## src/hw/rtl/scpa_ram.sv

```systemverilog
// generic ram, one write port and two registered read ports
// depends on nothing
`timescale 1ns / 1ps
`default_nettype none

module scpa_ram #(
    parameter int WIDTH = 32,
    parameter int DEPTH = 128
) (
    input  wire logic                     clk,
    input  wire logic                     we,
    input  wire logic [$clog2(DEPTH)-1:0] waddr,
    input  wire logic [WIDTH-1:0]         wdata,
    input  wire logic [$clog2(DEPTH)-1:0] raddr_a,
    input  wire logic [$clog2(DEPTH)-1:0] raddr_b,
    output logic      [WIDTH-1:0]         rdata_a,
    output logic      [WIDTH-1:0]         rdata_b
);

    logic [WIDTH-1:0] mem [DEPTH];

    always_ff @(posedge clk)
    begin
        if (we)
            mem[waddr] <= wdata;
        rdata_a <= mem[raddr_a];
        rdata_b <= mem[raddr_b];
    end

endmodule

`default_nettype wire

```

## config.mk

```make
export PLATFORM = sky130hd
export DESIGN_NAME = scpa_ram
export DESIGN_NICKNAME = d
export VERILOG_FILES = /design/src/hw/rtl/scpa_ram.sv
export SDC_FILE = /design/constraint.sdc
export NUM_CORES = 2
export LEC_CHECK = 0
export BUFFER_PORTS_ARGS = -buffer_cell sky130_fd_sc_hd__buf_2
export CAP_MARGIN = 20
export CORE_MARGIN = 2
export CORE_UTILIZATION = 65
export CTS_BUF_LIST = sky130_fd_sc_hd__clkbuf_8
export DETAILED_ROUTE_END_ITERATION = 10
export PLACE_DENSITY = 0.81
export SYNTH_ARGS = -nofsm -noshare
export SYNTH_HDL_FRONTEND = slang
export SYNTH_SLANG_ARGS = --single-unit
```

## constraint.sdc

```tcl
create_clock -name clk -period 4.1 [get_ports clk]
set_clock_uncertainty 0.15 [all_clocks]
set_input_delay 0.205 -clock clk [delete_from_list [all_inputs] [get_ports clk]]
set_output_delay 0.205 -clock clk [all_outputs]
set_load 0.1 [all_outputs]
```

==> reports/metrics.cfg <==
[floorplanning]
die-width_um = 543
design.core.area_um2 = 288000
start_util = 0.655
die_h_um = 543
dieArea_um2 = 295000
core.rowCount = 197
io_pins = 119

[sta]
rsz0062_at_grt = false
post-route-period-util = 0.875
hold_viol = 0
timing.setup.tns_ns = 0
relSlewSlack = 0.212
clock.fmax_mhz = 279
fin_crit_ns = 3.59
max_slew.worst_pin.slew_ns = 1.18
setup_viol = 0
drv_slew = 0

[setup_path]
worst_ep_required_time_ns = 5.12
crit_start = raddr_a[2]
critPathMaxFanout = 23
r2r-start = mem[69][27]
critPathLaunchType = primary input
reg2reg_setup_slack_ns = 0.52
arrival_ns = 4.61
cp_slowest_cell = dlygate4sd3_1
r2r-end = rdata_a[27]
path_cells = dlygate4sd3_1 > buf_8 > buf_12 > buf_12 > buf_4 > mux4_2 > mux4_2 > mux4_2 > dlygate4sd3_1 > mux2_2 > dlygate4sd3_1
critPathCaptureType = flop
crit_type = in2reg
setup.worst_path.end = rdata_a[27]
cpPeakStageDelay_ns = 0.57
reg2reg_depth = 6

[clock_tree]
clock-sinks = 4160
post-cts-setup-buffer-count = 0
cts_tree = yes
clock_latency_ns = 1.25
path_clk_slew_ns = 0.06
clockRootBuffer = clkbuf_8
clock_path_buffers = 4
cts_buffers = 648
cts_resized = 0
htreeDepth = 6

[global_route]
grt-busiest-layer = met2
grt_use_met2 = 0.600
grt_use_met1 = 0.520
grt_pass1_wl_um = 808000
grt_max_degree = 129
grt.overflow.total = 0
track_usage = 0.402
antenna_found_initial = 74
use_met3 = 0.147
grt_pass1_vias = 106000

[synth]
syn_area_um2 = 189000
syn-instance-count = 7701
yosys_register_bits = 4160
syn_avg_cell_area_um2 = 24.5
yosysWarnings = 0
syn_nets = 7756
yosysUniqueCellTypes = 17
synth-seq-area-share = 0.658

[detailed_routing]
routed_wirelength_um = 580000
vias = 104000
dr.pass1.iters = 5
ant_nets = 0
drc = 0
wl_per_cell_um = 45.0
viasPerCell = 8.09
drtIter0Drc = 18300

[power]
vdd.ir_drop.worst_uv = 373
power.total_mw = 89.2
p_per_area_nw_per_um2 = 419
p_leak_nw = 66.5

[job]
max_cap_viol_count = 0

[final_layout]
fin_area_um2 = 213000
final_net_count = 8577
areaGrowthSynthToFinish_pct = 12.8
drive_above_1_share = 0.487

[status]
outcome = complete, no violations

[placement]
dpl.hpwl_um = 342000
io_buffers = 118
globalplace.congestion = 0.882
postPlaceCellArea_um2 = 199000

[hold_path]
min-delay-start = wdata[3]
hold_class = in2reg

## logic make-up (layout without fill, tap and decap cells)
group	Yosys count	count (layout)	share of synthesized area
DFF	4160	4160	0.658
and+or+nand+nor	170	170	0.00369
muxes	2752	2752	0.325
buffers and inverters	619	1949	0.0134
other	0	58	0
## state kept, by name, summed over array words and instances (netlist names)
name     cells
rdata_a     32
mem       4096
rdata_b     32
## cell usage in the layout (no fill, tap or decap), types with 3 or more instances in the layout
cell type,n
bufinv_16,13
inv_16,7
buf_8,6
nand4_1,3
nand3_1,12
buf_2,72
nor2_1,3
diode_2,58
nor3_2,9
buf_16,7
nor2_4,119
dfxtp_1,64
nor2b_1,7
inv_12,7
clkinv_2,70
clkinv_8,5
mux4_2,2688
edfxtp_1,4096
clkbuf_8,679
inv_6,14
clkinvlp_4,9
clkinv_1,131
nand2_1,14
buf_12,213
mux2_2,64
inv_8,7
buf_4,407
dlygate4sd3_1,83
inv_1,216
## final cells by class
class,count,area (um2)
clock inverters,480,2680
well taps,3781,4730
diodes,58,145
flip-flops and latches,4160,124000
clock buffers,679,9350
fillers,14600,75500
repair buffers,790,8820
multi-input cells,2922,62900
## critical path: cells and delay by family
kind / cells / cell delay [ns]
buffers and inverters: 7 / 2.70
multiplexers: 4 / 1.57
## cells in the mapped netlist (all sizes together)
cell type | number | area (um2)
dfxtp | 64 | 1280
mux4 | 2688 | 60500
nand2 | 14 | 52.6
or3 | 1 | 6.26
nor2b | 7 | 43.8
nand3 | 12 | 60.1
nor3 | 9 | 45.0
edfxtp | 4096 | 123000
buf | 254 | 1160
clkbuf | 365 | 1370
nand2b | 2 | 12.5
nor2 | 122 | 458
mux2 | 64 | 721
nand4 | 3 | 18.8
## metrics by stage
step / hold slack [ns] / instances / util / setup slack [ns]
2_1_floorplan: 0.154 / 7701 / - / 0.506
3_3_place_gp: 0.453 / 11600 / 0.692 / 0.482
3_5_place_dp: 0.467 / 11600 / 0.692 / 0.483
4_1_cts: 0.00496 / 12800 / 0.737 / 0.573
5_1_grt: 0.0709 / 12800 / 0.738 / 0.464
6_report: 0.0201 / 12900 / 0.738 / 0.514
## routing by layer
layer | wire (um) | part of all wire | up-vias
li1 | - | - | 37100
met1 | 172000 | 0.30 | 54400
met2 | 268000 | 0.46 | 10400
met3 | 99700 | 0.17 | 2100
met4 | 39500 | 0.068 | 36
met5 | 248 | 0.00043 | -
## what timing repair did
item	in CTS	in global routing
hold buffers	96	2
endpoints found under the setup margin	0	0
hold endpoints to repair	5812	50
## worst min path at each step
stage	cells past startpoint	endpoint	slack [ns]
floorplan	0	mem[0][0]	0.15
global placement	1	mem[83][14]	0.45
detailed placement	1	mem[82][14]	0.47
CTS	2	mem[80][24]	0.005
global route	5	rdata_b[20]	0.07
finish	2	mem[41][3]	0.02
## report_power, final
part           total (mW)  switching (mW)  internal [mW]  leakage, nW
sequential           47.4           0.374           47.0         37.4
combinational        8.78            5.16           3.62         22.2
clock                33.1            16.8           16.3         6.97
No activity file was read; power rests on OpenSTA's default activity.
