### src/hw/rtl/scpa_pkg.sv
// types, constants and the micro-program of the serial chain pose accumulator
// used by the core, mac and cordic modules (not by the ram), depends on nothing
`timescale 1ns / 1ps
`default_nettype none

package scpa_pkg;

    localparam int JOINT_WORDS   = 10;
    localparam int SCRATCH_WORDS = 48;
    localparam int PROG_LEN      = 109;

    localparam logic signed [31:0] ONE_Q30     = 32'sh4000_0000;
    localparam logic signed [33:0] HALF_PI_Q30 = 34'sd1686629713;
    localparam logic signed [33:0] PI_Q30      = 34'sd3373259426;
    localparam logic signed [33:0] GAIN_Q30    = 34'sh0_26DD_3B6A;

    // operand codes: scratch words below A_OFF, per-joint words from A_OFF up
    localparam logic [5:0] A_R   = 6'd0;
    localparam logic [5:0] A_T   = 6'd9;
    localparam logic [5:0] A_RQ  = 6'd12;
    localparam logic [5:0] A_RA  = 6'd21;
    localparam logic [5:0] A_TMP = 6'd30;
    localparam logic [5:0] A_K   = 6'd39;
    localparam logic [5:0] A_SA  = 6'd42;
    localparam logic [5:0] A_C   = 6'd45;
    localparam logic [5:0] A_S   = 6'd46;
    localparam logic [5:0] A_OMC = 6'd47;
    localparam logic [5:0] A_OFF = 6'd48;
    localparam logic [5:0] A_QW  = 6'd51;
    localparam logic [5:0] A_QX  = 6'd52;
    localparam logic [5:0] A_QY  = 6'd53;
    localparam logic [5:0] A_QZ  = 6'd54;
    localparam logic [5:0] A_AX  = 6'd55;
    localparam logic [5:0] QUAT_LOAD_WORDS = 6'd7;

    localparam logic [1:0] MODE_ORIGIN = 2'd0;
    localparam logic [1:0] MODE_AXIS   = 2'd1;
    localparam logic [1:0] MODE_ANGLE  = 2'd2;

    localparam logic [6:0] F_NONE  = 7'b0000000;
    localparam logic [6:0] F_ONE   = 7'b1000000;
    localparam logic [6:0] F_NEG   = 7'b0100000;
    localparam logic [6:0] F_DBL   = 7'b0010000;
    localparam logic [6:0] F_FIRST = 7'b0001000;
    localparam logic [6:0] F_BASE1 = 7'b0000100;
    localparam logic [6:0] F_LAST  = 7'b0000010;
    localparam logic [6:0] F_FENCE = 7'b0000001;

    typedef struct packed {
        logic [5:0] a;
        logic [5:0] b;
        logic [5:0] dst;
        logic       b_one;
        logic       neg;
        logic       dbl;
        logic       first;
        logic       base_one;
        logic       last;
        logic       fence;
    } uop_t;

    typedef struct packed {
        logic              en;
        logic [5:0]        dst;
        logic signed [31:0] data;
    } mac_wr_t;

    function automatic uop_t mk(input logic [5:0] a, input logic [5:0] b,
                                input logic [5:0] dst, input logic [6:0] f);
        uop_t u;
        u.a        = a;
        u.b        = b;
        u.dst      = dst;
        u.b_one    = f[6];
        u.neg      = f[5];
        u.dbl      = f[4];
        u.first    = f[3];
        u.base_one = f[2];
        u.last     = f[1];
        u.fence    = f[0];
        return u;
    endfunction

    function automatic uop_t uop_at(input logic [6:0] idx);
        uop_t u;
        logic [6:0] fl;
        u = mk(A_C, A_C, A_C, F_NONE);
        case (idx)
            // quaternion matrix
            7'd0:  u = mk(A_QY, A_QY, A_RQ, F_NEG | F_DBL | F_FIRST | F_BASE1);
            7'd1:  u = mk(A_QZ, A_QZ, A_RQ, F_NEG | F_DBL | F_LAST);
            7'd2:  u = mk(A_QX, A_QY, A_RQ + 6'd1, F_DBL | F_FIRST);
            7'd3:  u = mk(A_QW, A_QZ, A_RQ + 6'd1, F_NEG | F_DBL | F_LAST);
            7'd4:  u = mk(A_QX, A_QZ, A_RQ + 6'd2, F_DBL | F_FIRST);
            7'd5:  u = mk(A_QW, A_QY, A_RQ + 6'd2, F_DBL | F_LAST);
            7'd6:  u = mk(A_QX, A_QY, A_RQ + 6'd3, F_DBL | F_FIRST);
            7'd7:  u = mk(A_QW, A_QZ, A_RQ + 6'd3, F_DBL | F_LAST);
            7'd8:  u = mk(A_QX, A_QX, A_RQ + 6'd4, F_NEG | F_DBL | F_FIRST | F_BASE1);
            7'd9:  u = mk(A_QZ, A_QZ, A_RQ + 6'd4, F_NEG | F_DBL | F_LAST);
            7'd10: u = mk(A_QY, A_QZ, A_RQ + 6'd5, F_DBL | F_FIRST);
            7'd11: u = mk(A_QW, A_QX, A_RQ + 6'd5, F_NEG | F_DBL | F_LAST);
            7'd12: u = mk(A_QX, A_QZ, A_RQ + 6'd6, F_DBL | F_FIRST);
            7'd13: u = mk(A_QW, A_QY, A_RQ + 6'd6, F_NEG | F_DBL | F_LAST);
            7'd14: u = mk(A_QY, A_QZ, A_RQ + 6'd7, F_DBL | F_FIRST);
            7'd15: u = mk(A_QW, A_QX, A_RQ + 6'd7, F_DBL | F_LAST);
            7'd16: u = mk(A_QX, A_QX, A_RQ + 6'd8, F_NEG | F_DBL | F_FIRST | F_BASE1);
            7'd17: u = mk(A_QY, A_QY, A_RQ + 6'd8, F_NEG | F_DBL | F_LAST);
            // one minus cosine, then k and s times axis
            7'd18: u = mk(A_C, A_C, A_OMC,
                          F_ONE | F_NEG | F_FIRST | F_BASE1 | F_LAST | F_FENCE);
            7'd19: u = mk(A_OMC, A_AX, A_K, F_FIRST | F_LAST);
            7'd20: u = mk(A_OMC, A_AX + 6'd1, A_K + 6'd1, F_FIRST | F_LAST);
            7'd21: u = mk(A_OMC, A_AX + 6'd2, A_K + 6'd2, F_FIRST | F_LAST);
            7'd22: u = mk(A_S, A_AX, A_SA, F_FIRST | F_LAST);
            7'd23: u = mk(A_S, A_AX + 6'd1, A_SA + 6'd1, F_FIRST | F_LAST);
            7'd24: u = mk(A_S, A_AX + 6'd2, A_SA + 6'd2, F_FIRST | F_LAST | F_FENCE);
            // axis-angle matrix
            7'd25: u = mk(A_K, A_AX, A_RA, F_FIRST);
            7'd26: u = mk(A_C, A_C, A_RA, F_ONE | F_LAST);
            7'd27: u = mk(A_K + 6'd1, A_AX + 6'd1, A_RA + 6'd4, F_FIRST);
            7'd28: u = mk(A_C, A_C, A_RA + 6'd4, F_ONE | F_LAST);
            7'd29: u = mk(A_K + 6'd2, A_AX + 6'd2, A_RA + 6'd8, F_FIRST);
            7'd30: u = mk(A_C, A_C, A_RA + 6'd8, F_ONE | F_LAST);
            7'd31: u = mk(A_K, A_AX + 6'd1, A_RA + 6'd1, F_FIRST);
            7'd32: u = mk(A_SA + 6'd2, A_C, A_RA + 6'd1, F_ONE | F_NEG | F_LAST);
            7'd33: u = mk(A_K, A_AX + 6'd1, A_RA + 6'd3, F_FIRST);
            7'd34: u = mk(A_SA + 6'd2, A_C, A_RA + 6'd3, F_ONE | F_LAST);
            7'd35: u = mk(A_K, A_AX + 6'd2, A_RA + 6'd2, F_FIRST);
            7'd36: u = mk(A_SA + 6'd1, A_C, A_RA + 6'd2, F_ONE | F_LAST);
            7'd37: u = mk(A_K, A_AX + 6'd2, A_RA + 6'd6, F_FIRST);
            7'd38: u = mk(A_SA + 6'd1, A_C, A_RA + 6'd6, F_ONE | F_NEG | F_LAST);
            7'd39: u = mk(A_K + 6'd1, A_AX + 6'd2, A_RA + 6'd5, F_FIRST);
            7'd40: u = mk(A_SA, A_C, A_RA + 6'd5, F_ONE | F_NEG | F_LAST);
            7'd41: u = mk(A_K + 6'd1, A_AX + 6'd2, A_RA + 6'd7, F_FIRST);
            7'd42: u = mk(A_SA, A_C, A_RA + 6'd7, F_ONE | F_LAST);
            default: ;
        endcase
        // translation with the old rotation
        for (int r = 0; r < 3; r++)
        begin
            if (idx == 7'(43 + 4 * r))
                u = mk(6'(A_T + r), A_C, 6'(A_T + r), F_ONE | F_FIRST);
            for (int i = 0; i < 3; i++)
            begin
                if (idx == 7'(44 + 4 * r + i))
                    u = mk(6'(A_R + 3 * r + i), 6'(A_OFF + i), 6'(A_T + r),
                           (i == 2) ? F_LAST : F_NONE);
            end
        end
        // pose times quaternion matrix, then times axis matrix
        for (int r = 0; r < 3; r++)
        begin
            for (int c = 0; c < 3; c++)
            begin
                for (int k = 0; k < 3; k++)
                begin
                    fl = (k == 0) ? F_FIRST : ((k == 2) ? F_LAST : F_NONE);
                    if (r == 2 && c == 2 && k == 2)
                        fl = fl | F_FENCE;
                    if (idx == 7'(55 + 9 * r + 3 * c + k))
                        u = mk(6'(A_R + 3 * r + k), 6'(A_RQ + 3 * k + c),
                               6'(A_TMP + 3 * r + c), fl);
                    if (idx == 7'(82 + 9 * r + 3 * c + k))
                        u = mk(6'(A_TMP + 3 * r + k), 6'(A_RA + 3 * k + c),
                               6'(A_R + 3 * r + c), fl);
                end
            end
        end
        return u;
    endfunction

    function automatic logic [31:0] atan_q30(input logic [4:0] i);
        logic [31:0] v;
        case (i)
            5'd0:  v = 32'h3243F6A8;
            5'd1:  v = 32'h1DAC6705;
            5'd2:  v = 32'h0FADBAFC;
            5'd3:  v = 32'h07F56EA6;
            5'd4:  v = 32'h03FEAB76;
            5'd5:  v = 32'h01FFD55B;
            5'd6:  v = 32'h00FFFAAA;
            5'd7:  v = 32'h007FFF55;
            5'd8:  v = 32'h003FFFEA;
            5'd9:  v = 32'h001FFFFD;
            5'd10: v = 32'h000FFFFF;
            5'd11: v = 32'h0007FFFF;
            5'd12: v = 32'h0003FFFF;
            5'd13: v = 32'h0001FFFF;
            5'd14: v = 32'h0000FFFF;
            5'd15: v = 32'h00007FFF;
            5'd16: v = 32'h00003FFF;
            5'd17: v = 32'h00001FFF;
            5'd18: v = 32'h00000FFF;
            5'd19: v = 32'h000007FF;
            5'd20: v = 32'h000003FF;
            5'd21: v = 32'h000001FF;
            5'd22: v = 32'h000000FF;
            5'd23: v = 32'h0000007F;
            5'd24: v = 32'h0000003F;
            5'd25: v = 32'h0000001F;
            5'd26: v = 32'h0000000F;
            5'd27: v = 32'h00000008;
            5'd28: v = 32'h00000004;
            5'd29: v = 32'h00000002;
            default: v = 32'h0;
        endcase
        return v;
    endfunction

    function automatic logic signed [31:0] sat40(input logic signed [39:0] v);
        logic signed [31:0] o;
        if (v > 40'sd2147483647)
            o = 32'sh7FFF_FFFF;
        else if (v < -40'sd2147483648)
            o = 32'sh8000_0000;
        else
            o = v[31:0];
        return o;
    endfunction

endpackage

`default_nettype wire

### src/hw/rtl/scpa_mac.sv
// shared multiply, round and accumulate unit with saturating write-back
// depends on scpa_pkg
`timescale 1ns / 1ps
`default_nettype none

module scpa_mac
    import scpa_pkg::*;
(
    input  wire logic               clk,
    input  wire logic               rst_n,
    input  wire logic               in_valid,
    input  wire uop_t               in_op,
    input  wire logic signed [31:0] a,
    input  wire logic signed [31:0] b,
    output mac_wr_t                 wr,
    output logic                    busy
);

    logic               v2_reg, v3_reg;
    uop_t               op2_reg, op3_reg;
    logic signed [63:0] prod_reg;
    logic signed [39:0] acc_reg;
    logic signed [63:0] rnd;
    logic signed [33:0] shq;
    logic signed [39:0] term, base, acc_next;

    always_comb
    begin
        rnd  = prod_reg + 64'sd536870912;
        shq  = rnd[63:30];
        term = op2_reg.dbl ? {{5{shq[33]}}, shq, 1'b0} : {{6{shq[33]}}, shq};
        if (op2_reg.neg)
            term = -term;
        if (op2_reg.first)
            base = op2_reg.base_one ? 40'(ONE_Q30) : 40'sd0;
        else
            base = acc_reg;
        acc_next = base + term;
    end

    always_ff @(posedge clk or negedge rst_n)
    begin
        if (!rst_n)
        begin
            v2_reg <= 1'b0;
            v3_reg <= 1'b0;
        end
        else
        begin
            v2_reg <= in_valid;
            v3_reg <= v2_reg;
        end
    end

    always_ff @(posedge clk)
    begin
        if (in_valid)
        begin
            prod_reg <= a * b;
            op2_reg  <= in_op;
        end
        if (v2_reg)
        begin
            acc_reg <= acc_next;
            op3_reg <= op2_reg;
        end
    end

    assign wr.en   = v3_reg & op3_reg.last;
    assign wr.dst  = op3_reg.dst;
    assign wr.data = sat40(acc_reg);
    assign busy    = v2_reg | v3_reg;

endmodule

`default_nettype wire

### config.mk
export PLATFORM = sky130hd
export DESIGN_NAME = scpa_mac
export DESIGN_NICKNAME = d
export VERILOG_FILES = /design/src/hw/rtl/scpa_pkg.sv /design/src/hw/rtl/scpa_mac.sv
export SDC_FILE = /design/constraint.sdc
export NUM_CORES = 2
export LEC_CHECK = 0
export BUFFER_PORTS_ARGS = -buffer_cell sky130_fd_sc_hd__buf_2
export CAP_MARGIN = 40
export CELL_PAD_IN_SITES_DETAIL_PLACEMENT = 0
export CELL_PAD_IN_SITES_GLOBAL_PLACEMENT = 1
export CORE_ASPECT_RATIO = 2
export CORE_MARGIN = 3
export CORE_UTILIZATION = 47
export DETAILED_ROUTE_END_ITERATION = 16
export GPL_TIMING_DRIVEN = 1
export HOLD_SLACK_MARGIN = 0.06
export PLACE_DENSITY = 0.91
export SETUP_SLACK_MARGIN = 0.2
export SLEW_MARGIN = 10
export SYNTH_ARGS = -nofsm -noshare
export SYNTH_HDL_FRONTEND = slang
export SYNTH_SLANG_ARGS = --single-unit
### constraint.sdc
create_clock -name clk -period 5.9 [get_ports clk]
set_clock_uncertainty 0.15 [all_clocks]
set_input_delay 0 -clock clk [delete_from_list [all_inputs] [get_ports clk]]
set_output_delay 0 -clock clk [all_outputs]
set_load 0.02 [all_outputs]
==> results by stage <==
STA:
- The worst slew slack as a fraction of its limit is 50.1%.
- Setup repair after global routing could not meet its margin everywhere.
- For the finished layout, the period the worst path requires is 6.93 ns.
- After routing, the total negative slack on setup checks comes to -26.22 ns.
- Static timing analysis puts the maximum clock frequency at 0.144 GHz.
- At the pin with the least slew margin, the transition time is 0.749 ns.
- The final critical-path setup slack is -1.03 ns.
- The total of endpoints with negative setup slack in the final report is 35.
- The final-report max-slew violation count came to 0.
- The share of the clock period used by the worst path after layout is 117%.
- The number of hold violations in the final report came to 0.

Detailed routing:
- The number of nets with antenna violations after routing is 0.
- The detailed router used layers up to and including met5.
- The pre-antenna-repair detailed-routing pass consisted of 6 iterations.
- The initial detailed-routing violation count is 2008.
- The per-cell routed wire length is 21.4 um.
- Wire segments on met3 add up to 6410 um in the final route.
- Wires add up to 133000 um.
- The wire length on met1 is 39900 um.
- The via-per-instance ratio is 5.45.
- For this block, the via count after detailed routing is 33800.
- The routed design uses 71000 um of met2 wire.
- The number of DRC violations after detailed routing is 0.

Placed design:
- Summing all placed instances gives a cell area of 48500 um2.
- At the end of routability-driven placement, the weighted congestion stood at 1.00.
- Timing analysis after detailed placement gives a worst setup slack of -1.75 ns.
- The half-perimeter wire length after placement is 112000 um.
- The quantity of I/O buffers inserted on ports is 117.

Finish:
- After filler insertion, the fill cell instance count of the layout stands at 7685.
- The library cell used most frequently in the layout, excluding fill and tap cells, is sky130_fd_sc_hd__fa_1.
- The layout cell share with drive strength beyond 1 is 19.4%.
- The post-layout net count is 6408.
- The library cells used most frequently in the layout, excluding fill and tap cells, are sky130_fd_sc_hd__fa_1 (1015), sky130_fd_sc_hd__inv_1 (927), sky130_fd_sc_hd__nand2_1 (566).
- The flip-flop count of the largest register after layout is 40.
- The sequential cell area in the final layout is 2840 um2.
- The layout overhead on the synthesized area is 18.9%.
- The finished cells cover 51400 um2.
- The multi-input combinational cells in the finished layout cover a total of 37200 um2.

Floorplan:
- The x dimension of the die is 220 um.
- The I/O pin count is 132.
- The die height is 435 um.
- The placeable core area is 90800 um2.
- The floorplan step defined a die boundary enclosing 95900 um2.
- The initial core utilization is 47.6%.
- The number of rows in the core area is 156.

Clock network:
- The clock tree from TritonCTS is built.
- The later-pin clock latency in the skew report is 0.38 ns.
- The CTS buffer count is 9.
- The cell at the root of the clock tree is sky130_fd_sc_hd__clkbuf_16.
- The count of H-tree levels built during CTS is 3.
- The clock drives 95 sinks.
- The maximum number of buffers from clock root to sink is 2.
- After clock tree synthesis, the clock-pin slew on the worst setup and hold paths is 0.07 ns.

Global route:
- Summed over all layers, the global routing overflow is 0.
- The wire length of the first global-routing pass is 207000 um.
- The total routing resource utilization after global routing is 28.6%.
- The maximum number of pins on one net before global-route repair is 77.
- The via count of the first global-routing pass is 38400.
- The number of antenna violations at the first check in global routing is 5.

Worst setup path:
- Setup slack on the worst reg-to-reg path comes out at 0.34 ns.
- The maximum fanout count along the critical path is 6.
- The library cell contributing the largest single delay on the critical path is sky130_fd_sc_hd__fa_2.
- STA classifies the critical path endpoint as a flip-flop.
- The cell type with the highest occurrence count on the critical path is sky130_fd_sc_hd__fa_1.
- The delay contributed by the slowest stage of the critical path is 0.60 ns.
- The number of buffer and inverter stages on the critical path is 8.
- Broken down by cell family, the worst path's largest delay share belongs to adder cells.
- The data arrival time of the critical path is 6.90 ns.
- The element type at the critical path start is a primary input.
- At the worst endpoint, the required time is 5.87 ns.
- By startpoint and endpoint, the worst setup path is classified as primary input to flip-flop.

Synthesis:
- Counting flops with a built-in enable in the synthesized netlist gives 93.
- Counting every instance in the synthesized netlist gives 4594.
- Among all flip-flop cells after synthesis, the most frequent one is sky130_fd_sc_hd__edfxtp_1.
- The post-synth net total is 5989.
- The fraction of registers with async set/reset is 2.11%.
- The mean area per synthesized cell is 9.41 um2.
- The total standard cell area after synthesis is 43200 um2.
- Synthesis inferred 95 register bits.
- The fraction of the yosys area taken by sequential cells is 6.58%.
- During synthesis, Yosys emitted a total of 0 warnings.
- The netlist uses 86 different library cells.

Outcome:
- The flow ran to the end, but the final reports show violations.
- The final reports fail on negative setup slack.

Flow run:
- The number of maximum-capacitance constraint violations is 0.

Hold path:
- The kind of path behind the tightest hold check is primary input to flip-flop.
## synthesized netlist by cell type, types with 9 or more instances
master / n / area share, %
sky130_fd_sc_hd__fa_1: 1082 / 50
sky130_fd_sc_hd__inv_1: 965 / 8.4
sky130_fd_sc_hd__nand2_1: 574 / 5.0
sky130_fd_sc_hd__and2_1: 524 / 7.6
sky130_fd_sc_hd__ha_1: 221 / 6.4
sky130_fd_sc_hd__clkbuf_1: 214 / 1.9
sky130_fd_sc_hd__a21oi_1: 106 / 1.2
sky130_fd_sc_hd__edfxtp_1: 93 / 6.5
sky130_fd_sc_hd__nor2_1: 93 / 0.81
sky130_fd_sc_hd__xnor2_1: 88 / 1.8
sky130_fd_sc_hd__a21o_1: 77 / 1.3
sky130_fd_sc_hd__o21ai_0: 76 / 0.88
sky130_fd_sc_hd__nor2b_1: 54 / 0.78
sky130_fd_sc_hd__xor2_1: 51 / 1.0
sky130_fd_sc_hd__nand4_1: 28 / 0.41
sky130_fd_sc_hd__nand3_1: 27 / 0.31
sky130_fd_sc_hd__nand2b_1: 23 / 0.33
sky130_fd_sc_hd__nor3_1: 23 / 0.27
sky130_fd_sc_hd__a31oi_1: 20 / 0.29
sky130_fd_sc_hd__and3_1: 16 / 0.23
sky130_fd_sc_hd__a211oi_1: 13 / 0.23
sky130_fd_sc_hd__nor4_1: 12 / 0.17
sky130_fd_sc_hd__mux2i_1: 11 / 0.25
sky130_fd_sc_hd__o31ai_1: 11 / 0.19
sky130_fd_sc_hd__or3_1: 11 / 0.16
sky130_fd_sc_hd__buf_2: 10 / 0.12
sky130_fd_sc_hd__o21a_1: 10 / 0.17
sky130_fd_sc_hd__o21bai_1: 10 / 0.17
sky130_fd_sc_hd__a22oi_1: 9 / 0.16
## layer usage
| layer | track usage [%] | up-vias |
|---|---|---|
| li1 | - | 14600 |
| met1 | 26.3 | 17300 |
| met2 | 52.1 | 1342 |
| met3 | 4.37 | 651 |
| met4 | 26.7 | 4 |
| met5 | 0 | - |
## final timing paths
| kind | startpoint | endpoint | cells after the start |
|---|---|---|---|
| worst max-delay path | a[22] | prod_reg[60] | 27 |
| worst min-delay path | in_valid | v2_reg | 2 |
| worst max register to register | prod_reg[30] | acc_reg[36] | 19 |
| worst min register to register | op2_reg[8] | wr[33] | 0 |
| max in group asynchronous | rst_n | v2_reg | 3 |
| min in group asynchronous | rst_n | v2_reg | 3 |
## cell families after synthesis
logic type	after synthesis	share of synthesized area, %
compound gates	403	6.08
flops	95	6.58
xor+xnor	140	2.85
simple gates	1431	17.0
buf+inv	1206	10.6
fa+ha+maj	1303	56.5
mux	16	0.385
## cell type report
cell class,count,area share (%)
multi-input cells,3293,72.4
clock inverters,5,0.0803
well taps,1185,2.88
flip-flops and latches,95,5.53
inverters,967,7.07
clock buffers,11,0.453
repair buffers,647,11.6
diodes,3,0.0146
## what timing repair did
item / in CTS / in global routing
gates resized for setup: 313 / 161
endpoints found under the setup margin: 42 / 50
pin swaps: 121 / 120
buffers inserted: 38 / 39
hold buffers: 13 / 0
cloned: 1 / 3
endpoints found under the hold margin: 13 / 0
## metrics by stage
step                      std cells  util [%]  hold slack [ns]
after detailed placement       6093      53.4           -0.365
after global placement         6092      53.4           -0.364
after global routing           6205      56.6            0.123
after CTS                      6161      55.5           0.0763
after floorplan                4594         -           -0.446
final                          6206      56.6            0.121
Power is not shown: default switching activity piles up to over one toggle a cycle in this logic, so the estimate is an artifact.
