===== config.mk =====
export PLATFORM = sky130hd
export DESIGN_NAME = scpa_cordic
export DESIGN_NICKNAME = d
export VERILOG_FILES = /design/src/hw/rtl/scpa_pkg.sv /design/src/hw/rtl/scpa_cordic.sv
export SDC_FILE = /design/constraint.sdc
export NUM_CORES = 1
export LEC_CHECK = 0
export ABC_AREA = 1
export BUFFER_PORTS_ARGS = -buffer_cell sky130_fd_sc_hd__buf_2
export CAP_MARGIN = 10
export CORE_ASPECT_RATIO = 2
export CORE_UTILIZATION = 70
export CTS_BUF_LIST = sky130_fd_sc_hd__clkbuf_8 sky130_fd_sc_hd__clkbuf_16
export CTS_CLUSTER_DIAMETER = 120
export CTS_CLUSTER_SIZE = 16
export DETAILED_ROUTE_END_ITERATION = 8
export PLACE_DENSITY = 0.88
export SYNTH_ARGS = -nofsm -noshare
export SYNTH_HDL_FRONTEND = slang
export SYNTH_SLANG_ARGS = --single-unit

===== constraint.sdc =====
create_clock -name clk -period 12.6 [get_ports clk]
set_clock_uncertainty 0.05 [all_clocks]
set_input_delay 0 -clock clk [delete_from_list [all_inputs] [get_ports clk]]
set_output_delay 0 -clock clk [all_outputs]
set_load 0.005 [all_outputs]

===== src/hw/rtl/scpa_pkg.sv =====
// types, constants and the micro-program of the serial chain pose accumulator
// used by the core, mac and cordic modules (not by the ram), depends on nothing
`timescale 1ns / 1ps
`default_nettype none

package scpa_pkg;

    localparam int JOINT_WORDS   = 10;
    localparam int SCRATCH_WORDS = 48;
    localparam int PROG_LEN      = 109;

    localparam logic signed [31:0] ONE_Q30     = 32'sh4000_0000;
    localparam logic signed [33:0] HALF_PI_Q30 = 34'sd1686629713;
    localparam logic signed [33:0] PI_Q30      = 34'sd3373259426;
    localparam logic signed [33:0] GAIN_Q30    = 34'sh0_26DD_3B6A;

    // operand codes: scratch words below A_OFF, per-joint words from A_OFF up
    localparam logic [5:0] A_R   = 6'd0;
    localparam logic [5:0] A_T   = 6'd9;
    localparam logic [5:0] A_RQ  = 6'd12;
    localparam logic [5:0] A_RA  = 6'd21;
    localparam logic [5:0] A_TMP = 6'd30;
    localparam logic [5:0] A_K   = 6'd39;
    localparam logic [5:0] A_SA  = 6'd42;
    localparam logic [5:0] A_C   = 6'd45;
    localparam logic [5:0] A_S   = 6'd46;
    localparam logic [5:0] A_OMC = 6'd47;
    localparam logic [5:0] A_OFF = 6'd48;
    localparam logic [5:0] A_QW  = 6'd51;
    localparam logic [5:0] A_QX  = 6'd52;
    localparam logic [5:0] A_QY  = 6'd53;
    localparam logic [5:0] A_QZ  = 6'd54;
    localparam logic [5:0] A_AX  = 6'd55;
    localparam logic [5:0] QUAT_LOAD_WORDS = 6'd7;

    localparam logic [1:0] MODE_ORIGIN = 2'd0;
    localparam logic [1:0] MODE_AXIS   = 2'd1;
    localparam logic [1:0] MODE_ANGLE  = 2'd2;

    localparam logic [6:0] F_NONE  = 7'b0000000;
    localparam logic [6:0] F_ONE   = 7'b1000000;
    localparam logic [6:0] F_NEG   = 7'b0100000;
    localparam logic [6:0] F_DBL   = 7'b0010000;
    localparam logic [6:0] F_FIRST = 7'b0001000;
    localparam logic [6:0] F_BASE1 = 7'b0000100;
    localparam logic [6:0] F_LAST  = 7'b0000010;
    localparam logic [6:0] F_FENCE = 7'b0000001;

    typedef struct packed {
        logic [5:0] a;
        logic [5:0] b;
        logic [5:0] dst;
        logic       b_one;
        logic       neg;
        logic       dbl;
        logic       first;
        logic       base_one;
        logic       last;
        logic       fence;
    } uop_t;

    typedef struct packed {
        logic              en;
        logic [5:0]        dst;
        logic signed [31:0] data;
    } mac_wr_t;

    function automatic uop_t mk(input logic [5:0] a, input logic [5:0] b,
                                input logic [5:0] dst, input logic [6:0] f);
        uop_t u;
        u.a        = a;
        u.b        = b;
        u.dst      = dst;
        u.b_one    = f[6];
        u.neg      = f[5];
        u.dbl      = f[4];
        u.first    = f[3];
        u.base_one = f[2];
        u.last     = f[1];
        u.fence    = f[0];
        return u;
    endfunction

    function automatic uop_t uop_at(input logic [6:0] idx);
        uop_t u;
        logic [6:0] fl;
        u = mk(A_C, A_C, A_C, F_NONE);
        case (idx)
            // quaternion matrix
            7'd0:  u = mk(A_QY, A_QY, A_RQ, F_NEG | F_DBL | F_FIRST | F_BASE1);
            7'd1:  u = mk(A_QZ, A_QZ, A_RQ, F_NEG | F_DBL | F_LAST);
            7'd2:  u = mk(A_QX, A_QY, A_RQ + 6'd1, F_DBL | F_FIRST);
            7'd3:  u = mk(A_QW, A_QZ, A_RQ + 6'd1, F_NEG | F_DBL | F_LAST);
            7'd4:  u = mk(A_QX, A_QZ, A_RQ + 6'd2, F_DBL | F_FIRST);
            7'd5:  u = mk(A_QW, A_QY, A_RQ + 6'd2, F_DBL | F_LAST);
            7'd6:  u = mk(A_QX, A_QY, A_RQ + 6'd3, F_DBL | F_FIRST);
            7'd7:  u = mk(A_QW, A_QZ, A_RQ + 6'd3, F_DBL | F_LAST);
            7'd8:  u = mk(A_QX, A_QX, A_RQ + 6'd4, F_NEG | F_DBL | F_FIRST | F_BASE1);
            7'd9:  u = mk(A_QZ, A_QZ, A_RQ + 6'd4, F_NEG | F_DBL | F_LAST);
            7'd10: u = mk(A_QY, A_QZ, A_RQ + 6'd5, F_DBL | F_FIRST);
            7'd11: u = mk(A_QW, A_QX, A_RQ + 6'd5, F_NEG | F_DBL | F_LAST);
            7'd12: u = mk(A_QX, A_QZ, A_RQ + 6'd6, F_DBL | F_FIRST);
            7'd13: u = mk(A_QW, A_QY, A_RQ + 6'd6, F_NEG | F_DBL | F_LAST);
            7'd14: u = mk(A_QY, A_QZ, A_RQ + 6'd7, F_DBL | F_FIRST);
            7'd15: u = mk(A_QW, A_QX, A_RQ + 6'd7, F_DBL | F_LAST);
            7'd16: u = mk(A_QX, A_QX, A_RQ + 6'd8, F_NEG | F_DBL | F_FIRST | F_BASE1);
            7'd17: u = mk(A_QY, A_QY, A_RQ + 6'd8, F_NEG | F_DBL | F_LAST);
            // one minus cosine, then k and s times axis
            7'd18: u = mk(A_C, A_C, A_OMC,
                          F_ONE | F_NEG | F_FIRST | F_BASE1 | F_LAST | F_FENCE);
            7'd19: u = mk(A_OMC, A_AX, A_K, F_FIRST | F_LAST);
            7'd20: u = mk(A_OMC, A_AX + 6'd1, A_K + 6'd1, F_FIRST | F_LAST);
            7'd21: u = mk(A_OMC, A_AX + 6'd2, A_K + 6'd2, F_FIRST | F_LAST);
            7'd22: u = mk(A_S, A_AX, A_SA, F_FIRST | F_LAST);
            7'd23: u = mk(A_S, A_AX + 6'd1, A_SA + 6'd1, F_FIRST | F_LAST);
            7'd24: u = mk(A_S, A_AX + 6'd2, A_SA + 6'd2, F_FIRST | F_LAST | F_FENCE);
            // axis-angle matrix
            7'd25: u = mk(A_K, A_AX, A_RA, F_FIRST);
            7'd26: u = mk(A_C, A_C, A_RA, F_ONE | F_LAST);
            7'd27: u = mk(A_K + 6'd1, A_AX + 6'd1, A_RA + 6'd4, F_FIRST);
            7'd28: u = mk(A_C, A_C, A_RA + 6'd4, F_ONE | F_LAST);
            7'd29: u = mk(A_K + 6'd2, A_AX + 6'd2, A_RA + 6'd8, F_FIRST);
            7'd30: u = mk(A_C, A_C, A_RA + 6'd8, F_ONE | F_LAST);
            7'd31: u = mk(A_K, A_AX + 6'd1, A_RA + 6'd1, F_FIRST);
            7'd32: u = mk(A_SA + 6'd2, A_C, A_RA + 6'd1, F_ONE | F_NEG | F_LAST);
            7'd33: u = mk(A_K, A_AX + 6'd1, A_RA + 6'd3, F_FIRST);
            7'd34: u = mk(A_SA + 6'd2, A_C, A_RA + 6'd3, F_ONE | F_LAST);
            7'd35: u = mk(A_K, A_AX + 6'd2, A_RA + 6'd2, F_FIRST);
            7'd36: u = mk(A_SA + 6'd1, A_C, A_RA + 6'd2, F_ONE | F_LAST);
            7'd37: u = mk(A_K, A_AX + 6'd2, A_RA + 6'd6, F_FIRST);
            7'd38: u = mk(A_SA + 6'd1, A_C, A_RA + 6'd6, F_ONE | F_NEG | F_LAST);
            7'd39: u = mk(A_K + 6'd1, A_AX + 6'd2, A_RA + 6'd5, F_FIRST);
            7'd40: u = mk(A_SA, A_C, A_RA + 6'd5, F_ONE | F_NEG | F_LAST);
            7'd41: u = mk(A_K + 6'd1, A_AX + 6'd2, A_RA + 6'd7, F_FIRST);
            7'd42: u = mk(A_SA, A_C, A_RA + 6'd7, F_ONE | F_LAST);
            default: ;
        endcase
        // translation with the old rotation
        for (int r = 0; r < 3; r++)
        begin
            if (idx == 7'(43 + 4 * r))
                u = mk(6'(A_T + r), A_C, 6'(A_T + r), F_ONE | F_FIRST);
            for (int i = 0; i < 3; i++)
            begin
                if (idx == 7'(44 + 4 * r + i))
                    u = mk(6'(A_R + 3 * r + i), 6'(A_OFF + i), 6'(A_T + r),
                           (i == 2) ? F_LAST : F_NONE);
            end
        end
        // pose times quaternion matrix, then times axis matrix
        for (int r = 0; r < 3; r++)
        begin
            for (int c = 0; c < 3; c++)
            begin
                for (int k = 0; k < 3; k++)
                begin
                    fl = (k == 0) ? F_FIRST : ((k == 2) ? F_LAST : F_NONE);
                    if (r == 2 && c == 2 && k == 2)
                        fl = fl | F_FENCE;
                    if (idx == 7'(55 + 9 * r + 3 * c + k))
                        u = mk(6'(A_R + 3 * r + k), 6'(A_RQ + 3 * k + c),
                               6'(A_TMP + 3 * r + c), fl);
                    if (idx == 7'(82 + 9 * r + 3 * c + k))
                        u = mk(6'(A_TMP + 3 * r + k), 6'(A_RA + 3 * k + c),
                               6'(A_R + 3 * r + c), fl);
                end
            end
        end
        return u;
    endfunction

    function automatic logic [31:0] atan_q30(input logic [4:0] i);
        logic [31:0] v;
        case (i)
            5'd0:  v = 32'h3243F6A8;
            5'd1:  v = 32'h1DAC6705;
            5'd2:  v = 32'h0FADBAFC;
            5'd3:  v = 32'h07F56EA6;
            5'd4:  v = 32'h03FEAB76;
            5'd5:  v = 32'h01FFD55B;
            5'd6:  v = 32'h00FFFAAA;
            5'd7:  v = 32'h007FFF55;
            5'd8:  v = 32'h003FFFEA;
            5'd9:  v = 32'h001FFFFD;
            5'd10: v = 32'h000FFFFF;
            5'd11: v = 32'h0007FFFF;
            5'd12: v = 32'h0003FFFF;
            5'd13: v = 32'h0001FFFF;
            5'd14: v = 32'h0000FFFF;
            5'd15: v = 32'h00007FFF;
            5'd16: v = 32'h00003FFF;
            5'd17: v = 32'h00001FFF;
            5'd18: v = 32'h00000FFF;
            5'd19: v = 32'h000007FF;
            5'd20: v = 32'h000003FF;
            5'd21: v = 32'h000001FF;
            5'd22: v = 32'h000000FF;
            5'd23: v = 32'h0000007F;
            5'd24: v = 32'h0000003F;
            5'd25: v = 32'h0000001F;
            5'd26: v = 32'h0000000F;
            5'd27: v = 32'h00000008;
            5'd28: v = 32'h00000004;
            5'd29: v = 32'h00000002;
            default: v = 32'h0;
        endcase
        return v;
    endfunction

    function automatic logic signed [31:0] sat40(input logic signed [39:0] v);
        logic signed [31:0] o;
        if (v > 40'sd2147483647)
            o = 32'sh7FFF_FFFF;
        else if (v < -40'sd2147483648)
            o = 32'sh8000_0000;
        else
            o = v[31:0];
        return o;
    endfunction

endpackage

`default_nettype wire


===== src/hw/rtl/scpa_cordic.sv =====
// iterative rotation-mode cordic, one micro-rotation per cycle
// depends on scpa_pkg
`timescale 1ns / 1ps
`default_nettype none

module scpa_cordic
    import scpa_pkg::*;
#(
    parameter int STEPS = 24
) (
    input  wire logic               clk,
    input  wire logic               rst_n,
    input  wire logic               start,
    input  wire logic signed [31:0] angle,
    output logic                    done,
    output logic signed [31:0]      cos_val,
    output logic signed [31:0]      sin_val
);

    logic               busy_reg;
    logic [4:0]         i_reg;
    logic               neg_reg;
    logic signed [33:0] x_reg, y_reg, z_reg;
    logic signed [33:0] z0, xs, ys, xf, yf;

    always_comb
    begin
        z0 = 34'(angle) <<< 1;
        xs = x_reg >>> i_reg;
        ys = y_reg >>> i_reg;
        xf = neg_reg ? -x_reg : x_reg;
        yf = neg_reg ? -y_reg : y_reg;
    end

    always_ff @(posedge clk or negedge rst_n)
    begin
        if (!rst_n)
        begin
            busy_reg <= 1'b0;
            done     <= 1'b0;
            i_reg    <= 5'd0;
        end
        else
        begin
            done <= 1'b0;
            if (start)
            begin
                busy_reg <= 1'b1;
                i_reg    <= 5'd0;
            end
            else if (busy_reg)
            begin
                i_reg <= i_reg + 5'd1;
                if (i_reg == 5'(STEPS - 1))
                begin
                    busy_reg <= 1'b0;
                    done     <= 1'b1;
                end
            end
        end
    end

    always_ff @(posedge clk)
    begin
        if (start)
        begin
            x_reg <= GAIN_Q30;
            y_reg <= 34'sd0;
            if (z0 > HALF_PI_Q30)
            begin
                z_reg   <= z0 - PI_Q30;
                neg_reg <= 1'b1;
            end
            else if (z0 < -HALF_PI_Q30)
            begin
                z_reg   <= z0 + PI_Q30;
                neg_reg <= 1'b1;
            end
            else
            begin
                z_reg   <= z0;
                neg_reg <= 1'b0;
            end
        end
        else if (busy_reg)
        begin
            if (z_reg >= 0)
            begin
                x_reg <= x_reg - ys;
                y_reg <= y_reg + xs;
                z_reg <= z_reg - 34'(atan_q30(i_reg));
            end
            else
            begin
                x_reg <= x_reg + ys;
                y_reg <= y_reg - xs;
                z_reg <= z_reg + 34'(atan_q30(i_reg));
            end
        end
    end

    assign cos_val = sat40(40'(xf));
    assign sin_val = sat40(40'(yf));

endmodule

`default_nettype wire

==> results of run 1 <==
per-layer routing:
metal	GRT overflow	track usage
met1	0	0.6109
met2	14	0.9243
met3	0	0.3883
met4	8	0.7160
met5	0	0.01607
stage by stage:
stage          worst slack, ns  utilization  hold slack [ns]  cell area, um2
4_1_cts                  6.358       0.7436       0.00008218           20560
2_1_floorplan            8.055            -          -0.3456           19800
3_5_place_dp             6.401       0.7271          -0.2015           20110
3_3_place_gp             6.538       0.7271          -0.2096           20110
cells in the mapped netlist, types with 10 or more instances:
| cell type | n | area, um2 |
|---|---|---|
| o22ai_1 | 27 | 168.9 |
| nand4_1 | 25 | 156.4 |
| buf_2 | 43 | 215.2 |
| a31oi_1 | 33 | 206.5 |
| nor3_2 | 10 | 100.1 |
| inv_2 | 21 | 78.83 |
| xor2_1 | 129 | 1130 |
| edfxtp_1 | 35 | 1051 |
| o21ai_1 | 15 | 75.07 |
| nand3_2 | 41 | 410.4 |
| nor3_1 | 38 | 190.2 |
| dfxtp_1 | 68 | 1361 |
| nor4_1 | 15 | 93.84 |
| nand2_2 | 28 | 175.2 |
| o21ai_2 | 12 | 105.1 |
| a21o_1 | 13 | 97.59 |
| nor2_2 | 14 | 87.58 |
| o211ai_1 | 16 | 120.1 |
| o221ai_1 | 10 | 87.58 |
| nor2_1 | 310 | 1164 |
| clkbuf_1 | 59 | 221.5 |
| nand2_1 | 995 | 3735 |
| buf_1 | 12 | 45.04 |
| xnor2_1 | 59 | 516.8 |
| inv_1 | 338 | 1269 |
| o21ai_0 | 224 | 1121 |
| buf_6 | 19 | 214.0 |
| ha_1 | 117 | 1464 |
| or2_2 | 11 | 68.82 |
| nand3_1 | 369 | 1847 |
| buf_4 | 18 | 135.1 |
| a21oi_1 | 223 | 1116 |
cells by family after synthesis:
kind of cell               share of synthesized area
and+or+nand+nor                               0.4158
AOI/OAI and AO/OA                             0.1824
xor gates and xnor gates                     0.08314
DFF                                           0.1307
buffers and inverters                         0.1110
adders and majority gates                    0.07695
repair_timing:
item / in CTS
resized for setup: 0
endpoints found under the hold margin: 20
hold buffers: 15
==> results.md, run 1 <==
* Ys async rst share at 0.06364
* Initial Util at 0.7161
* Syn Area/Cell at 5.747 um2
* Status: stopped before the end
* Grt total ovfl at 22
* Stopped at: 5_1_grt
* Syn_nets at around 3600
* CTS Sinks at 110
* CTS Root Cell: clkbuf_16
* Vias in the first global route at about 26000
* First-pass GRT wire length at approximately 150000 um
* Number of synthesized flops with an enable pin at 35
* Post-CTS setup buffers at 0
* Area of the mapped netlist at roughly 20000 um2
* Number of distinct library cells after synthesis at between 60 and 70
* IO Pins at 100
* Inst Count DP at ~3800
* #FFs+latches synth at 110
* GP Congestion at approximately 1.1
* Post-synth top flop: dfxtp_1
* Die Y at ~240 um
* H-tree depth at 3
* Standard-cell rows at between 80 and 90
* Num CTS Buffers at 9
* First error: [ERROR GRT-0116] Global routing finished with congestion. Check the congestion regions in the DRC Viewer.
* Sequential area share after synthesis at 0.1307
* CTS max path bufs at 2
* Total GRT Usage at 0.6518
* Post-synthesis cell count at roughly 3400
* Syn. warnings at 0
* Die X at 120.9 um
* Largest net degree at the start of global routing at approximately 80
* Buffers on Ports at just under 100
* Dpl hpwl at around 63000 um
==> run 2, diff against run 1 <==
==> config.mk (replaced) <==
export PLATFORM = sky130hd
export DESIGN_NAME = scpa_cordic
export DESIGN_NICKNAME = d
export VERILOG_FILES = /design/src/hw/rtl/scpa_pkg.sv /design/src/hw/rtl/scpa_cordic.sv
export SDC_FILE = /design/constraint.sdc
export NUM_CORES = 1
export LEC_CHECK = 0
export ABC_AREA = 1
export BUFFER_PORTS_ARGS = -buffer_cell sky130_fd_sc_hd__buf_2
export CAP_MARGIN = 10
export CORE_UTILIZATION = 40
export DETAILED_ROUTE_END_ITERATION = 8
export PLACE_DENSITY_LB_ADDON = 0.15
export SYNTH_ARGS = -nofsm -noshare
export SYNTH_HDL_FRONTEND = slang
export SYNTH_SLANG_ARGS = --single-unit
==> results.md, run 2 <==
* Status: finished clean
* First-pass GRT wire length at 113100 um
* Most frequent cells in the layout: nand2_1 (995), nand3_1 (369), inv_1 (338)
* Initial Util at 0.4054
* Share of cells above drive strength 1 at 0.08725
* CTS Root Cell: clkbuf_16
* Num CTS Buffers at 9
* Synth Area in XOR/XNOR at 0.08314
* Crit path max fanout at 71
* Worst EP required at approximately 13 ns
* Post-DR vias/cell at 5.414
* Worst rel slew slack at 0.1996
* Max-capacitance violation count at 0
* Post-Route WL at approximately 70000 um
* Max-slew violations at 0
* Area of the mapped netlist at roughly 20000 um2
* Final min period at 6.648 ns
* Largest cells by area after synthesis: nand2_1 (19%), nand3_1 (9.3%), ha_1 (7.4%)
* Final net count at 3600
* IO Pins at 100
* Hold Crit Class: primary input to flop
* Final hold vios at 0
* First-pass DRT Iterations at 6
* Synth Area in Compound Gates at 0.1824
* Die area at 50400 um2
* Die X at around 220 um
* #FFs+latches synth at 110
* Commonest non-fill, non-tap cell in the layout: nand2_1
* Largest family of logic cells by synthesized area: simple AND/OR/NAND/NOR gates
* WP data arrival at 6.74 ns
* CTS Sinks at 110
* CTS clk-pin slew, worst paths at 0.08 ns
* Ys async rst share at 0.06364
* Initial antenna violation count at 1
* Peak supply drop at between 0.1 and 0.15 mV
* GP Congestion at just over 1
* Startpoint types: flop
* CTS max path bufs at 2
* Number of distinct library cells after synthesis at about 70
* Max Freq at between 150 and 200 MHz
* Pwr/cell area at 313.9 nW/um2
* Post-CTS setup buffers at 0
* Crit share post-route at 0.5276
* Syn. warnings at 0
* Worst skew pair latency at roughly 0.42 ns
* Mux cell area share after synthesis at 0
* Total Neg Setup Slack at 0 ns
* Syn_nets at 3601
* First-iteration detailed-routing DRC count at between 2000 and 2500
* Final WS setup at slightly below 6 ns
* Fin area at 20980 um2
* Crit end category: flop
* Share of the synthesized area in the top cell type at 0.1886
* RSZ-0062 raised after global routing: no
* CP max stage delay at 0.92 ns
* Buffers on Ports at 99
* Slew @ Worst Pin at between 1 and 1.5 ns
* # diodes at 0
* Per-cell routed wire length at 17.42 um
* Register Area at approximately 2600 um2
* Placed inst area at 20490 um2
* Pre-CTS WS at 5.995 ns
* Buf/Inv on CP at 7
* Post-synth top flop: dfxtp_1
* Routed vias at about 22000
* Drc violations at 0
* Post-synth top area cell: nand2_1
* Antenna Violating Nets Remaining at 0
* Die Y at approximately 220 um
* # fillers at between 5000 and 6000
* CP max-delay cell: o21ai_1
* Core ar. at approximately 49000 um2
* Setup Crit Path Kind: flop to flop
* Standard-cell rows at ~80
* Number of synthesized flops with an enable pin at 35
* Multi-input logic area at 15020 um2
* Largest net degree at the start of global routing at 79
* Post-synthesis cell count at about 3400
* P&R area growth vs syn at 5.939%
* Delay-heaviest family, CP: compound AO/OA/AOI/OAI gates
* Syn Area/Cell at 5.747 um2
* TritonCTS clock tree: done
* Post-synth top cells: nand2_1 (995), nand3_1 (369), inv_1 (338)
* Total GRT Usage at 0.2832
* Grt total ovfl at 0
* Top-count cell post-synth: nand2_1
* Vias in the first global route at about 21000
* Lkg Pwr at about 0.011 uW
* Dpl hpwl at around 55000 um
* Setup-failing EPs final at 0
* H-tree depth at 3
* Post-Synth Simple-Gate Area at 0.4158
* Sequential area share after synthesis at 0.1307
* Total power draw at between 6000 and 7000 uW
* Most used cell, CP: nand2_1
* Adder-Cell Fraction of Synth Area at 0.07695
-- run 2: cells by family (layout without fill, tap and decap cells) --
group,Yosys count,in the layout
and+or+nand+nor,1878,1878
DFF,110,110
AOI/OAI and AO/OA,635,635
xor gates and xnor gates,188,188
adders and majority gates,120,120
buffers and inverters,515,519
-- run 2: final timing paths --
| kind | cells past startpoint | slack (ns) | start | endpoint |
|---|---|---|---|---|
| worst max-delay path | 27 | 5.95 | i_reg[2] | z_reg[28] |
| worst min register to register | 2 | 0.57 | y_reg[0] | y_reg[0] |
| max in group asynchronous | 3 | 11.67 | rst_n | i_reg[0] |
| worst max register to register | 27 | 5.95 | i_reg[2] | z_reg[28] |
| min in group asynchronous | 3 | 0.57 | rst_n | i_reg[3] |
| worst min-delay path | 3 | 0.03 | angle[3] | z_reg[4] |
-- run 2: area by class of cell --
| class | count | share of cell area |
|---|---|---|
| flip-flops and latches | 110 | 0.1236 |
| multi-input cells | 2821 | 0.7159 |
| repair buffers | 139 | 0.03984 |
| clock inverters | 6 | 0.004413 |
| clock buffers | 10 | 0.01139 |
| inverters | 364 | 0.06524 |
| well taps | 664 | 0.03960 |
-- run 2: worst min-delay path, stage by stage --
cell	delay (ns)
buf_2	0.14
o21ai_0	0.10
o22ai_1	0.12
-- run 2: repair_timing --
action	4_1_cts	5_1_grt
gates resized for setup	0	0
hold buffers	16	0
endpoints found under the setup margin	0	0
hold endpoints to repair	21	0
-- run 2: through the flow --
stage                       util  std cells  hold WS, ns
after CTS                 0.4295       4114      0.01057
after global routing      0.4295       4114      0.06502
after detailed placement  0.4194       4082      -0.2067
after floorplan                -       3446      -0.3456
final                     0.4295       4114      0.03167
after global placement    0.4194       4082      -0.2037
-- run 2: metal layers --
layer | track usage | part of all wire | vias to the layer above
met5 | 0 | 0.00011 | -
met2 | 0.4517 | 0.44 | 700
li1 | - | - | 11410
met3 | 0.03005 | 0.055 | 109
met4 | 0.09919 | 0.031 | 2
met1 | 0.3939 | 0.48 | 10050
-- run 2: power by group --
part           switching [uW]  total, uW  leakage [uW]  internal, uW
registers                 285        845       0.00103           559
clock network             160        341      0.000155           181
logic                    3430       5400       0.00957          1970
Power figures use the tool's default switching activity.
